$ cat config.mk
export PLATFORM = sky130hd
export DESIGN_NAME = startup_status_led_sequencer_flat
export DESIGN_NICKNAME = d
export VERILOG_FILES = /design/src/sslseq_pkg.sv /design/src/sslseq_in_if.sv /design/src/sslseq_out_if.sv /design/src/startup_status_led_sequencer.sv /design/src/sslseq_step.sv /design/src/flat_wrapper.sv
export SDC_FILE = /design/constraint.sdc
export NUM_CORES = 1
export LEC_CHECK = 0
export BUFFER_PORTS_ARGS = -buffer_cell sky130_fd_sc_hd__buf_2
export CAP_MARGIN = 10
export CORE_ASPECT_RATIO = 1.5
export CORE_MARGIN = 2
export CORE_UTILIZATION = 43
export DETAILED_ROUTE_END_ITERATION = 12
export HOLD_SLACK_MARGIN = 0.02
export PLACE_DENSITY = 0.71
export SYNTH_ARGS = -nofsm -noshare
export SYNTH_HDL_FRONTEND = slang
export SYNTH_SLANG_ARGS = --single-unit
$ cat constraint.sdc
create_clock -name i_clk -period 4.55 [get_ports i_clk]
set_clock_uncertainty 0.15 [all_clocks]
set_input_delay 0.2275 -clock i_clk [delete_from_list [all_inputs] [get_ports i_clk]]
set_output_delay 0.2275 -clock i_clk [all_outputs]
set_load 0.02 [all_outputs]
$ cat src/sslseq_pkg.sv
// Shared types and constants for the startup status LED sequencer.
// Used by the step logic and the top level.
package sslseq_pkg;

    localparam int unsigned TICK_W    = 16;
    localparam int unsigned ELAPSED_W = 20;
    localparam int unsigned STATUS_W  = 4;
    localparam int unsigned CFG_IDX_W = 3;
    localparam int unsigned CFG_DAT_W = 20;

    typedef enum logic [1:0] {
        PH_BOOT = 2'd0,
        PH_CAL  = 2'd1,
        PH_GLOW = 2'd2,
        PH_DONE = 2'd3
    } t_phase;

    typedef enum logic [CFG_IDX_W-1:0] {
        CFG_FIRST_RUN = 3'd0,
        CFG_FAST_ON   = 3'd1,
        CFG_FAST_OFF  = 3'd2,
        CFG_SLOW_ON   = 3'd3,
        CFG_SLOW_OFF  = 3'd4,
        CFG_GLOW      = 3'd5,
        CFG_TIMEOUT   = 3'd6
    } t_cfg_idx;

    localparam logic [TICK_W-1:0]    RST_FAST_ON  = 16'd100;
    localparam logic [TICK_W-1:0]    RST_FAST_OFF = 16'd100;
    localparam logic [TICK_W-1:0]    RST_SLOW_ON  = 16'd500;
    localparam logic [TICK_W-1:0]    RST_SLOW_OFF = 16'd500;
    localparam logic [TICK_W-1:0]    RST_GLOW     = 16'd2000;
    localparam logic [ELAPSED_W-1:0] RST_TIMEOUT  = 20'd60000;

    typedef struct packed {
        logic                 first_run_mode;
        logic [TICK_W-1:0]    fast_on_ticks;
        logic [TICK_W-1:0]    fast_off_ticks;
        logic [TICK_W-1:0]    slow_on_ticks;
        logic [TICK_W-1:0]    slow_off_ticks;
        logic [TICK_W-1:0]    glow_ticks;
        logic [ELAPSED_W-1:0] timeout_ticks;
    } t_cfg;

    typedef struct packed {
        t_phase               phase;
        logic                 lit_half;
        logic [TICK_W-1:0]    period_count;
        logic [ELAPSED_W-1:0] elapsed_ms;
        logic                 timeout_seen;
    } t_state;

    typedef struct packed {
        logic       led_level;
        logic [1:0] phase_code;
        logic       clear_flag_pulse;
        logic       timed_out;
    } t_result;

endpackage

$ cat src/sslseq_in_if.sv
// Input channel: one millisecond tick carrying the sensor status bits.
// Depends on nothing.
interface sslseq_in_if;
    logic       valid;
    logic       ready;
    logic [3:0] sensor_status;

    modport source (output valid, output sensor_status, input ready);
    modport sink   (input valid, input sensor_status, output ready);
endinterface

$ cat src/sslseq_out_if.sv
// Output channel: LED level, phase code, clear request and timeout flag.
// Depends on nothing.
interface sslseq_out_if;
    logic       valid;
    logic       ready;
    logic       led_level;
    logic [1:0] phase_code;
    logic       clear_flag_pulse;
    logic       timed_out;

    modport source (output valid, output led_level, output phase_code,
                    output clear_flag_pulse, output timed_out, input ready);
    modport sink   (input valid, input led_level, input phase_code,
                    input clear_flag_pulse, input timed_out, output ready);
endinterface

$ cat src/startup_status_led_sequencer.sv
// Top level of the startup status LED sequencer: config registers, state, result register.
// Depends on sslseq_pkg, sslseq_in_if, sslseq_out_if and sslseq_step.
//
//  channel  | dir | payload                                            | handshake
//  i_in     | in  | sensor_status[3:0]                                 | valid/ready
//  o_out    | out | led_level, phase_code[1:0], clear_flag_pulse, timed_out | valid/ready
//  cfg      | in  | i_cfg_we, i_cfg_idx[2:0], i_cfg_data[19:0]         | write only
//
// One tick is accepted per cycle unless the output stalls; its result is registered.
// The per-tick step logic is a single combinational pass between state and result register.
// Synchronous active-low reset loads register defaults and the booting state.
// A stalled result holds; a new tick is taken in the same cycle the result drains.
module startup_status_led_sequencer (
    input  logic                               i_clk,
    input  logic                               i_rst_n,
    input  logic                               i_cfg_we,
    input  logic [sslseq_pkg::CFG_IDX_W-1:0]   i_cfg_idx,
    input  logic [sslseq_pkg::CFG_DAT_W-1:0]   i_cfg_data,
    sslseq_in_if.sink                          i_in,
    sslseq_out_if.source                       o_out
);
    import sslseq_pkg::*;

    t_cfg    r_cfg;
    t_state  r_state;
    t_state  n_state;
    t_result r_res;
    t_result n_res;
    logic    r_out_valid;
    logic    in_take;

    assign i_in.ready = !r_out_valid || o_out.ready;
    assign in_take    = i_in.valid && i_in.ready;

    sslseq_step u_step (
        .i_cfg    (r_cfg),
        .i_cur    (r_state),
        .i_status (i_in.sensor_status),
        .o_nxt    (n_state),
        .o_res    (n_res)
    );

    always_ff @(posedge i_clk) begin
        if (!i_rst_n) begin
            r_cfg.first_run_mode <= 1'b0;
            r_cfg.fast_on_ticks  <= RST_FAST_ON;
            r_cfg.fast_off_ticks <= RST_FAST_OFF;
            r_cfg.slow_on_ticks  <= RST_SLOW_ON;
            r_cfg.slow_off_ticks <= RST_SLOW_OFF;
            r_cfg.glow_ticks     <= RST_GLOW;
            r_cfg.timeout_ticks  <= RST_TIMEOUT;
        end else if (i_cfg_we) begin
            case (t_cfg_idx'(i_cfg_idx))
                CFG_FIRST_RUN: r_cfg.first_run_mode <= i_cfg_data[0];
                CFG_FAST_ON:   r_cfg.fast_on_ticks  <= i_cfg_data[TICK_W-1:0];
                CFG_FAST_OFF:  r_cfg.fast_off_ticks <= i_cfg_data[TICK_W-1:0];
                CFG_SLOW_ON:   r_cfg.slow_on_ticks  <= i_cfg_data[TICK_W-1:0];
                CFG_SLOW_OFF:  r_cfg.slow_off_ticks <= i_cfg_data[TICK_W-1:0];
                CFG_GLOW:      r_cfg.glow_ticks     <= i_cfg_data[TICK_W-1:0];
                CFG_TIMEOUT:   r_cfg.timeout_ticks  <= i_cfg_data[ELAPSED_W-1:0];
                default: begin
                end
            endcase
        end
    end

    always_ff @(posedge i_clk) begin
        if (!i_rst_n) begin
            r_state.phase        <= PH_BOOT;
            r_state.lit_half     <= 1'b1;
            r_state.period_count <= '0;
            r_state.elapsed_ms   <= '0;
            r_state.timeout_seen <= 1'b0;
            r_out_valid          <= 1'b0;
        end else if (in_take) begin
            r_state     <= n_state;
            r_out_valid <= 1'b1;
        end else if (o_out.ready) begin
            r_out_valid <= 1'b0;
        end
    end

    always_ff @(posedge i_clk) begin
        if (in_take) begin
            r_res <= n_res;
        end
    end

    assign o_out.valid            = r_out_valid;
    assign o_out.led_level        = r_res.led_level;
    assign o_out.phase_code       = r_res.phase_code;
    assign o_out.clear_flag_pulse = r_res.clear_flag_pulse;
    assign o_out.timed_out        = r_res.timed_out;

    a_seen_sticky: assert property (@(posedge i_clk) disable iff (!i_rst_n)
        r_state.timeout_seen |=> r_state.timeout_seen)
        else $error("timeout flag dropped");

    a_pulse_phase: assert property (@(posedge i_clk) disable iff (!i_rst_n)
        (o_out.valid && o_out.clear_flag_pulse) |->
        (o_out.phase_code == PH_GLOW || o_out.phase_code == PH_DONE))
        else $error("clear request outside glow entry");

    a_done_dark: assert property (@(posedge i_clk) disable iff (!i_rst_n)
        (o_out.valid && o_out.phase_code == PH_DONE) |-> !o_out.led_level)
        else $error("LED lit after sequence done");

    a_done_stays: assert property (@(posedge i_clk) disable iff (!i_rst_n)
        (r_state.phase == PH_DONE) |=> (r_state.phase == PH_DONE))
        else $error("left done phase");

endmodule

$ cat src/sslseq_step.sv
// Per-tick next-state and result logic of the LED sequencer.
// Depends on sslseq_pkg.
module sslseq_step (
    input  sslseq_pkg::t_cfg               i_cfg,
    input  sslseq_pkg::t_state             i_cur,
    input  logic [sslseq_pkg::STATUS_W-1:0] i_status,
    output sslseq_pkg::t_state             o_nxt,
    output sslseq_pkg::t_result            o_res
);
    import sslseq_pkg::*;

    always_comb begin
        logic                 start;
        logic                 expired;
        logic                 one_ready;
        logic                 both_cal;
        t_phase               ph;
        t_phase               code;
        logic                 lit;
        logic                 led;
        logic                 pulse;
        logic                 seen;
        logic [TICK_W-1:0]    pc;
        logic [TICK_W-1:0]    limit;
        logic [TICK_W:0]      pc_inc;
        logic [ELAPSED_W-1:0] el;

        start     = ((i_cur.phase == PH_BOOT) || (i_cur.phase == PH_CAL)) &&
                    i_cur.lit_half && (i_cur.period_count == '0);
        expired   = (i_cur.elapsed_ms >= i_cfg.timeout_ticks);
        one_ready = (i_status[1:0] != 2'b00);
        both_cal  = (i_status[3:2] == 2'b11);
        ph        = i_cur.phase;
        lit       = i_cur.lit_half;
        pc        = i_cur.period_count;
        seen      = i_cur.timeout_seen;
        pulse     = 1'b0;
        led       = 1'b0;
        limit     = '0;

        // period start: leave booting, then possibly calibrating, on the same tick
        if (start && (ph == PH_BOOT) && i_cfg.first_run_mode) begin
            if (one_ready || expired) begin
                if (!one_ready) seen = 1'b1;
                ph = PH_CAL;
            end
        end
        if (start && ((ph == PH_CAL) || ((ph == PH_BOOT) && !i_cfg.first_run_mode))) begin
            if (both_cal || expired) begin
                if (!both_cal) seen = 1'b1;
                ph    = PH_GLOW;
                pulse = i_cfg.first_run_mode;
                pc    = '0;
                lit   = 1'b1;
            end
        end

        code   = ph;
        pc_inc = {1'b0, pc} + {{TICK_W{1'b0}}, 1'b1};

        case (ph)
            PH_BOOT, PH_CAL: begin
                led = lit;
                if (ph == PH_BOOT) begin
                    limit = lit ? i_cfg.fast_on_ticks : i_cfg.fast_off_ticks;
                end else begin
                    limit = lit ? i_cfg.slow_on_ticks : i_cfg.slow_off_ticks;
                end
                if (pc_inc >= {1'b0, limit}) begin
                    pc  = '0;
                    lit = ~lit;
                end else begin
                    pc = pc_inc[TICK_W-1:0];
                end
            end
            PH_GLOW: begin
                if (i_cfg.glow_ticks == '0) begin
                    ph   = PH_DONE;
                    code = PH_DONE;
                end else begin
                    led = 1'b1;
                    if (pc_inc >= {1'b0, i_cfg.glow_ticks}) begin
                        pc = '0;
                        ph = PH_DONE;
                    end else begin
                        pc = pc_inc[TICK_W-1:0];
                    end
                end
            end
            default: begin
                led = 1'b0;
            end
        endcase

        el = (i_cur.elapsed_ms != '1) ? (i_cur.elapsed_ms + ELAPSED_W'(1))
                                      : i_cur.elapsed_ms;

        o_nxt.phase        = ph;
        o_nxt.lit_half     = lit;
        o_nxt.period_count = pc;
        o_nxt.elapsed_ms   = el;
        o_nxt.timeout_seen = seen;

        o_res.led_level        = led;
        o_res.phase_code       = code;
        o_res.clear_flag_pulse = pulse;
        o_res.timed_out        = seen;
    end

endmodule

$ cat src/flat_wrapper.sv
// flat-port wrapper written by rule: the top's interface ports become plain ports
module startup_status_led_sequencer_flat import sslseq_pkg::*;
  (i_clk, i_rst_n, i_cfg_we, i_cfg_idx, i_cfg_data, i_in_valid, i_in_sensor_status, i_in_ready, o_out_valid, o_out_led_level, o_out_phase_code, o_out_clear_flag_pulse, o_out_timed_out, o_out_ready);
  sslseq_in_if i_in_i ();
  sslseq_out_if o_out_i ();
  input  logic i_clk;
  input  logic i_rst_n;
  input  logic i_cfg_we;
  input  logic [sslseq_pkg::CFG_IDX_W-1:0] i_cfg_idx;
  input  logic [sslseq_pkg::CFG_DAT_W-1:0] i_cfg_data;
  input wire logic [$bits(i_in_i.valid)-1:0] i_in_valid;
  input wire logic [$bits(i_in_i.sensor_status)-1:0] i_in_sensor_status;
  output wire logic [$bits(i_in_i.ready)-1:0] i_in_ready;
  output wire logic [$bits(o_out_i.valid)-1:0] o_out_valid;
  output wire logic [$bits(o_out_i.led_level)-1:0] o_out_led_level;
  output wire logic [$bits(o_out_i.phase_code)-1:0] o_out_phase_code;
  output wire logic [$bits(o_out_i.clear_flag_pulse)-1:0] o_out_clear_flag_pulse;
  output wire logic [$bits(o_out_i.timed_out)-1:0] o_out_timed_out;
  input wire logic [$bits(o_out_i.ready)-1:0] o_out_ready;
  assign i_in_i.valid = i_in_valid;
  assign i_in_i.sensor_status = i_in_sensor_status;
  assign i_in_ready = i_in_i.ready;
  assign o_out_valid = o_out_i.valid;
  assign o_out_led_level = o_out_i.led_level;
  assign o_out_phase_code = o_out_i.phase_code;
  assign o_out_clear_flag_pulse = o_out_i.clear_flag_pulse;
  assign o_out_timed_out = o_out_i.timed_out;
  assign o_out_i.ready = o_out_ready;
  startup_status_led_sequencer u_core (.i_clk(i_clk), .i_rst_n(i_rst_n), .i_cfg_we(i_cfg_we), .i_cfg_idx(i_cfg_idx), .i_cfg_data(i_cfg_data), .i_in(i_in_i), .o_out(o_out_i));
endmodule
==> run metrics <==
status complete, but fails checks; failing checks setup timing; DP Area 8690 um^2; f_max roughly 200 MHz; Final Hold Vio Count 0; post-synth top area cell dfxtp_1; setup slack after placement -412 ps; drt first pass iters 5; first-pass GRT wire length approximately 35000 um; Detailed Route Iter0 Violations between 300 and 400; Die W 114 um; num ports 39; worst setup slack after layout -462 ps; Worst-Skew Late Latency roughly 430 ps; Final ANT Viol Nets 0; critical path type reg -> reg; largest family of logic cells by synthesized area simple AND/OR/NAND/NOR gates; syn nets between 1000 and 1500; Reg clk slew, reported paths 60 ps; post-synthesis cell type count 66; Routed WL per cell ~17 um; CP arrival between 5000 and 6000 ps; final WL between 20000 and 25000 um; antenna violations before repair 0; Avg Inst Size Synth roughly 8.5 um^2; Synth Area in Simple Gates 23.5%; RSZ-0062 raised after global routing true; routed vias about 7000; Num CTS Buffers 17; routability cong. 0.925; Crit. End Element flip-flop; Rel. slew slack 15.9%; Worst Hold End u_core.r_cfg[41]; # DRC 0; worst r2r src u_core.r_state[1]; FP Rows 60; crit path time final around 5000 ps; Initial Utilization approximately 44%; power density cells about 340 nW/um^2; DR vias/cell about 5.5; CTS tree yes; Area Overhead vs Synth 25.3%; port buffer count 38; layout cells sized above 1 20.3%; detailed placer's ending HPWL between 15000 and 20000 um; Synth Area in Compound Gates around 17%; EDFF count, synth 5; fin crit share 110%; most numerous cell in the Yosys netlist nand2_1; XOR/XNOR Fraction of Synth Area under 10%; Final Instance Area between 9000 and 10000 um^2; Synth Warn # 0; top post-synthesis cells by area dfxtp_1 36%, nand2_1 11%, ha_1 8.1%; all-layer global routing usage 23.3%; Diodes inserted 0; Synth top cells by count 238 x nand2_1, 142 x dfxtp_1, 70 x a21boi_0; count of pins over their slew limit 0; largest net degree at the start of global routing slightly above 80; CP Launch Type flip-flop; global route overflow 0; H-tree depth 4; mux cell area share after synthesis between 5 and 6%; Die H 169 um; Primary FF master, synth dfxtp_1; area share of fa/ha/maj cells after synthesis ~8.4%; vias in the first global route a little under 7000; max cap viols 0; die area 19400 um^2; worst endpoint required time between 4000 and 5000 ps; R2R cell count 21; CTS max path bufs 2; reg-to-reg endpoint u_core.r_state[28]; crit path max fanout 8; Async S/R FF share, synth 0%; post-synth top area share around 36%; Seq/Total Area, Yosys around two fifths; worst-margin pin slew about 1300 ps; clk sinks 147; Synth Instances between 900 and 1000; core area approximately 18000 um^2; Mapped Area around 7800 um^2; Hold Crit Class in -> reg; number of cells on the worst hold path 3; aggregate negative setup slack -7060 ps; synthesized flop and latch total 147; final net count ~1100; Leak Pwr about 4.1 nW; r2r setup slk -460 ps; Min Hold Slack 29.6 ps; final setup vio count 17; min-delay src i_cfg_data[5]; maximum vdd ir drop roughly 0.00019 V; Root Driver clkbuf_16
## layout make-up
type | instances | area (um^2)
clock buffers | 22 | 464
clock inverters | 10 | 203
fillers | 1584 | 8120
inverters | 59 | 221
multi-input cells | 675 | 4700
flip-flops and latches | 147 | 3000
well taps | 217 | 272
repair buffers | 129 | 961
## layer usage
layer / global-route usage [%] / vias up / wire length (um)
met1: 26.8 / 3318 / 8630
met2: 40.7 / 181 / 11100
li1: - / 3397 / -
met4: 11.8 / 0 / 1180
met3: 4.46 / 64 / 1050
met5: 0 / - / 0
## flip-flops by register name (all words and copies together) (netlist names)
signal,cells
u_core.o_out.timed_out,1
u_core.o_out.phase_code,2
u_core.o_out.led_level,1
u_core.o_out.valid,1
u_core.r_cfg,101
u_core.o_out.clear_flag_pulse,1
u_core.r_state,40
## layout by cell type, fill, tap and decap left out, types with 9 or more instances in the layout
cell,netlist,routed
o21ai_0,17,14
a21oi_1,16,15
buf_2,3,37
o211ai_1,15,15
xnor2_1,20,20
dfxtp_1,142,139
nor4_1,9,9
mux4_2,15,15
nand2b_1,12,11
inv_1,58,51
dlygate4sd3_1,0,20
and2_1,23,23
ha_1,51,45
nor2b_1,11,11
nor2_1,17,16
nand4_1,17,17
clkbuf_16,0,17
nand2_1,238,238
a21o_1,9,9
a21boi_0,70,70
nand3_1,38,37
buf_4,0,66
## cell families (layout without fill, tap and decap cells)
group | Yosys count | after routing
AO/OA/AOI/OAI | 174 | 174
AND/OR/NAND/NOR | 402 | 402
flip-flops | 147 | 147
multiplexers | 20 | 20
buffers and inverters | 99 | 220
XOR/XNOR | 26 | 26
adder cells (fa/ha/maj) | 53 | 53
## worst max-delay path, cell delays in order (launching register included)
cell,delay (ps)
dfxtp_2,330
inv_2,40
ha_1,280
nand2b_4,130
a2111o_1,370
a21oi_2,220
o211ai_4,130
o41a_4,470
nor2_4,110
buf_12,130
mux4_2,290
inv_2,80
ha_4,190
and3_4,170
a221o_1,380
a31oi_2,210
o21ai_1,100
mux2_4,290
o31ai_4,350
nand3_4,150
buf_8,210
o221ai_2,130
## worst max-delay path by stage
stage	from	to
2_1_floorplan	u_core.r_state[1]	u_core.r_state[25]
6_report	u_core.r_state[1]	u_core.r_state[28]
4_1_cts	u_core.r_state[1]	u_core.r_state[28]
3_5_place_dp	u_core.r_cfg[17]	u_core.r_state[28]
5_1_grt	u_core.r_cfg[17]	u_core.r_state[25]
3_3_place_gp	u_core.r_state[1]	u_core.r_state[21]
## where the power goes
| part | total (mW) | leakage [nW] | internal, mW | switching, mW |
|---|---|---|---|---|
| sequential | 1.35 | 1.20 | 1.33 | 0.0191 |
| clock | 1.60 | 0.324 | 1.06 | 0.546 |
| combinational | 0.343 | 2.57 | 0.148 | 0.195 |
| total | 3.29 | 4.09 | 2.53 | 0.760 |
## what timing repair did
action / 4_1_cts / 5_1_grt
gates resized for setup: 14 / 32
endpoints found under the hold margin: 59 / 1
pin swaps: 3 / 21
setup endpoints to repair: 17 / 17
hold buffers: 19 / 1
setup buffers: 2 / 1
gates cloned: 0 / 1
## metrics by stage
step	cells	total power [mW]	utilization, %
after floorplan	921	1.55	-
after global placement	1204	1.67	48.5
after detailed placement	1204	1.68	48.5
after CTS	1257	3.28	53.6
after global routing	1259	3.39	54.7
final	1259	3.29	54.7
No activity file was read; power rests on OpenSTA's default activity.
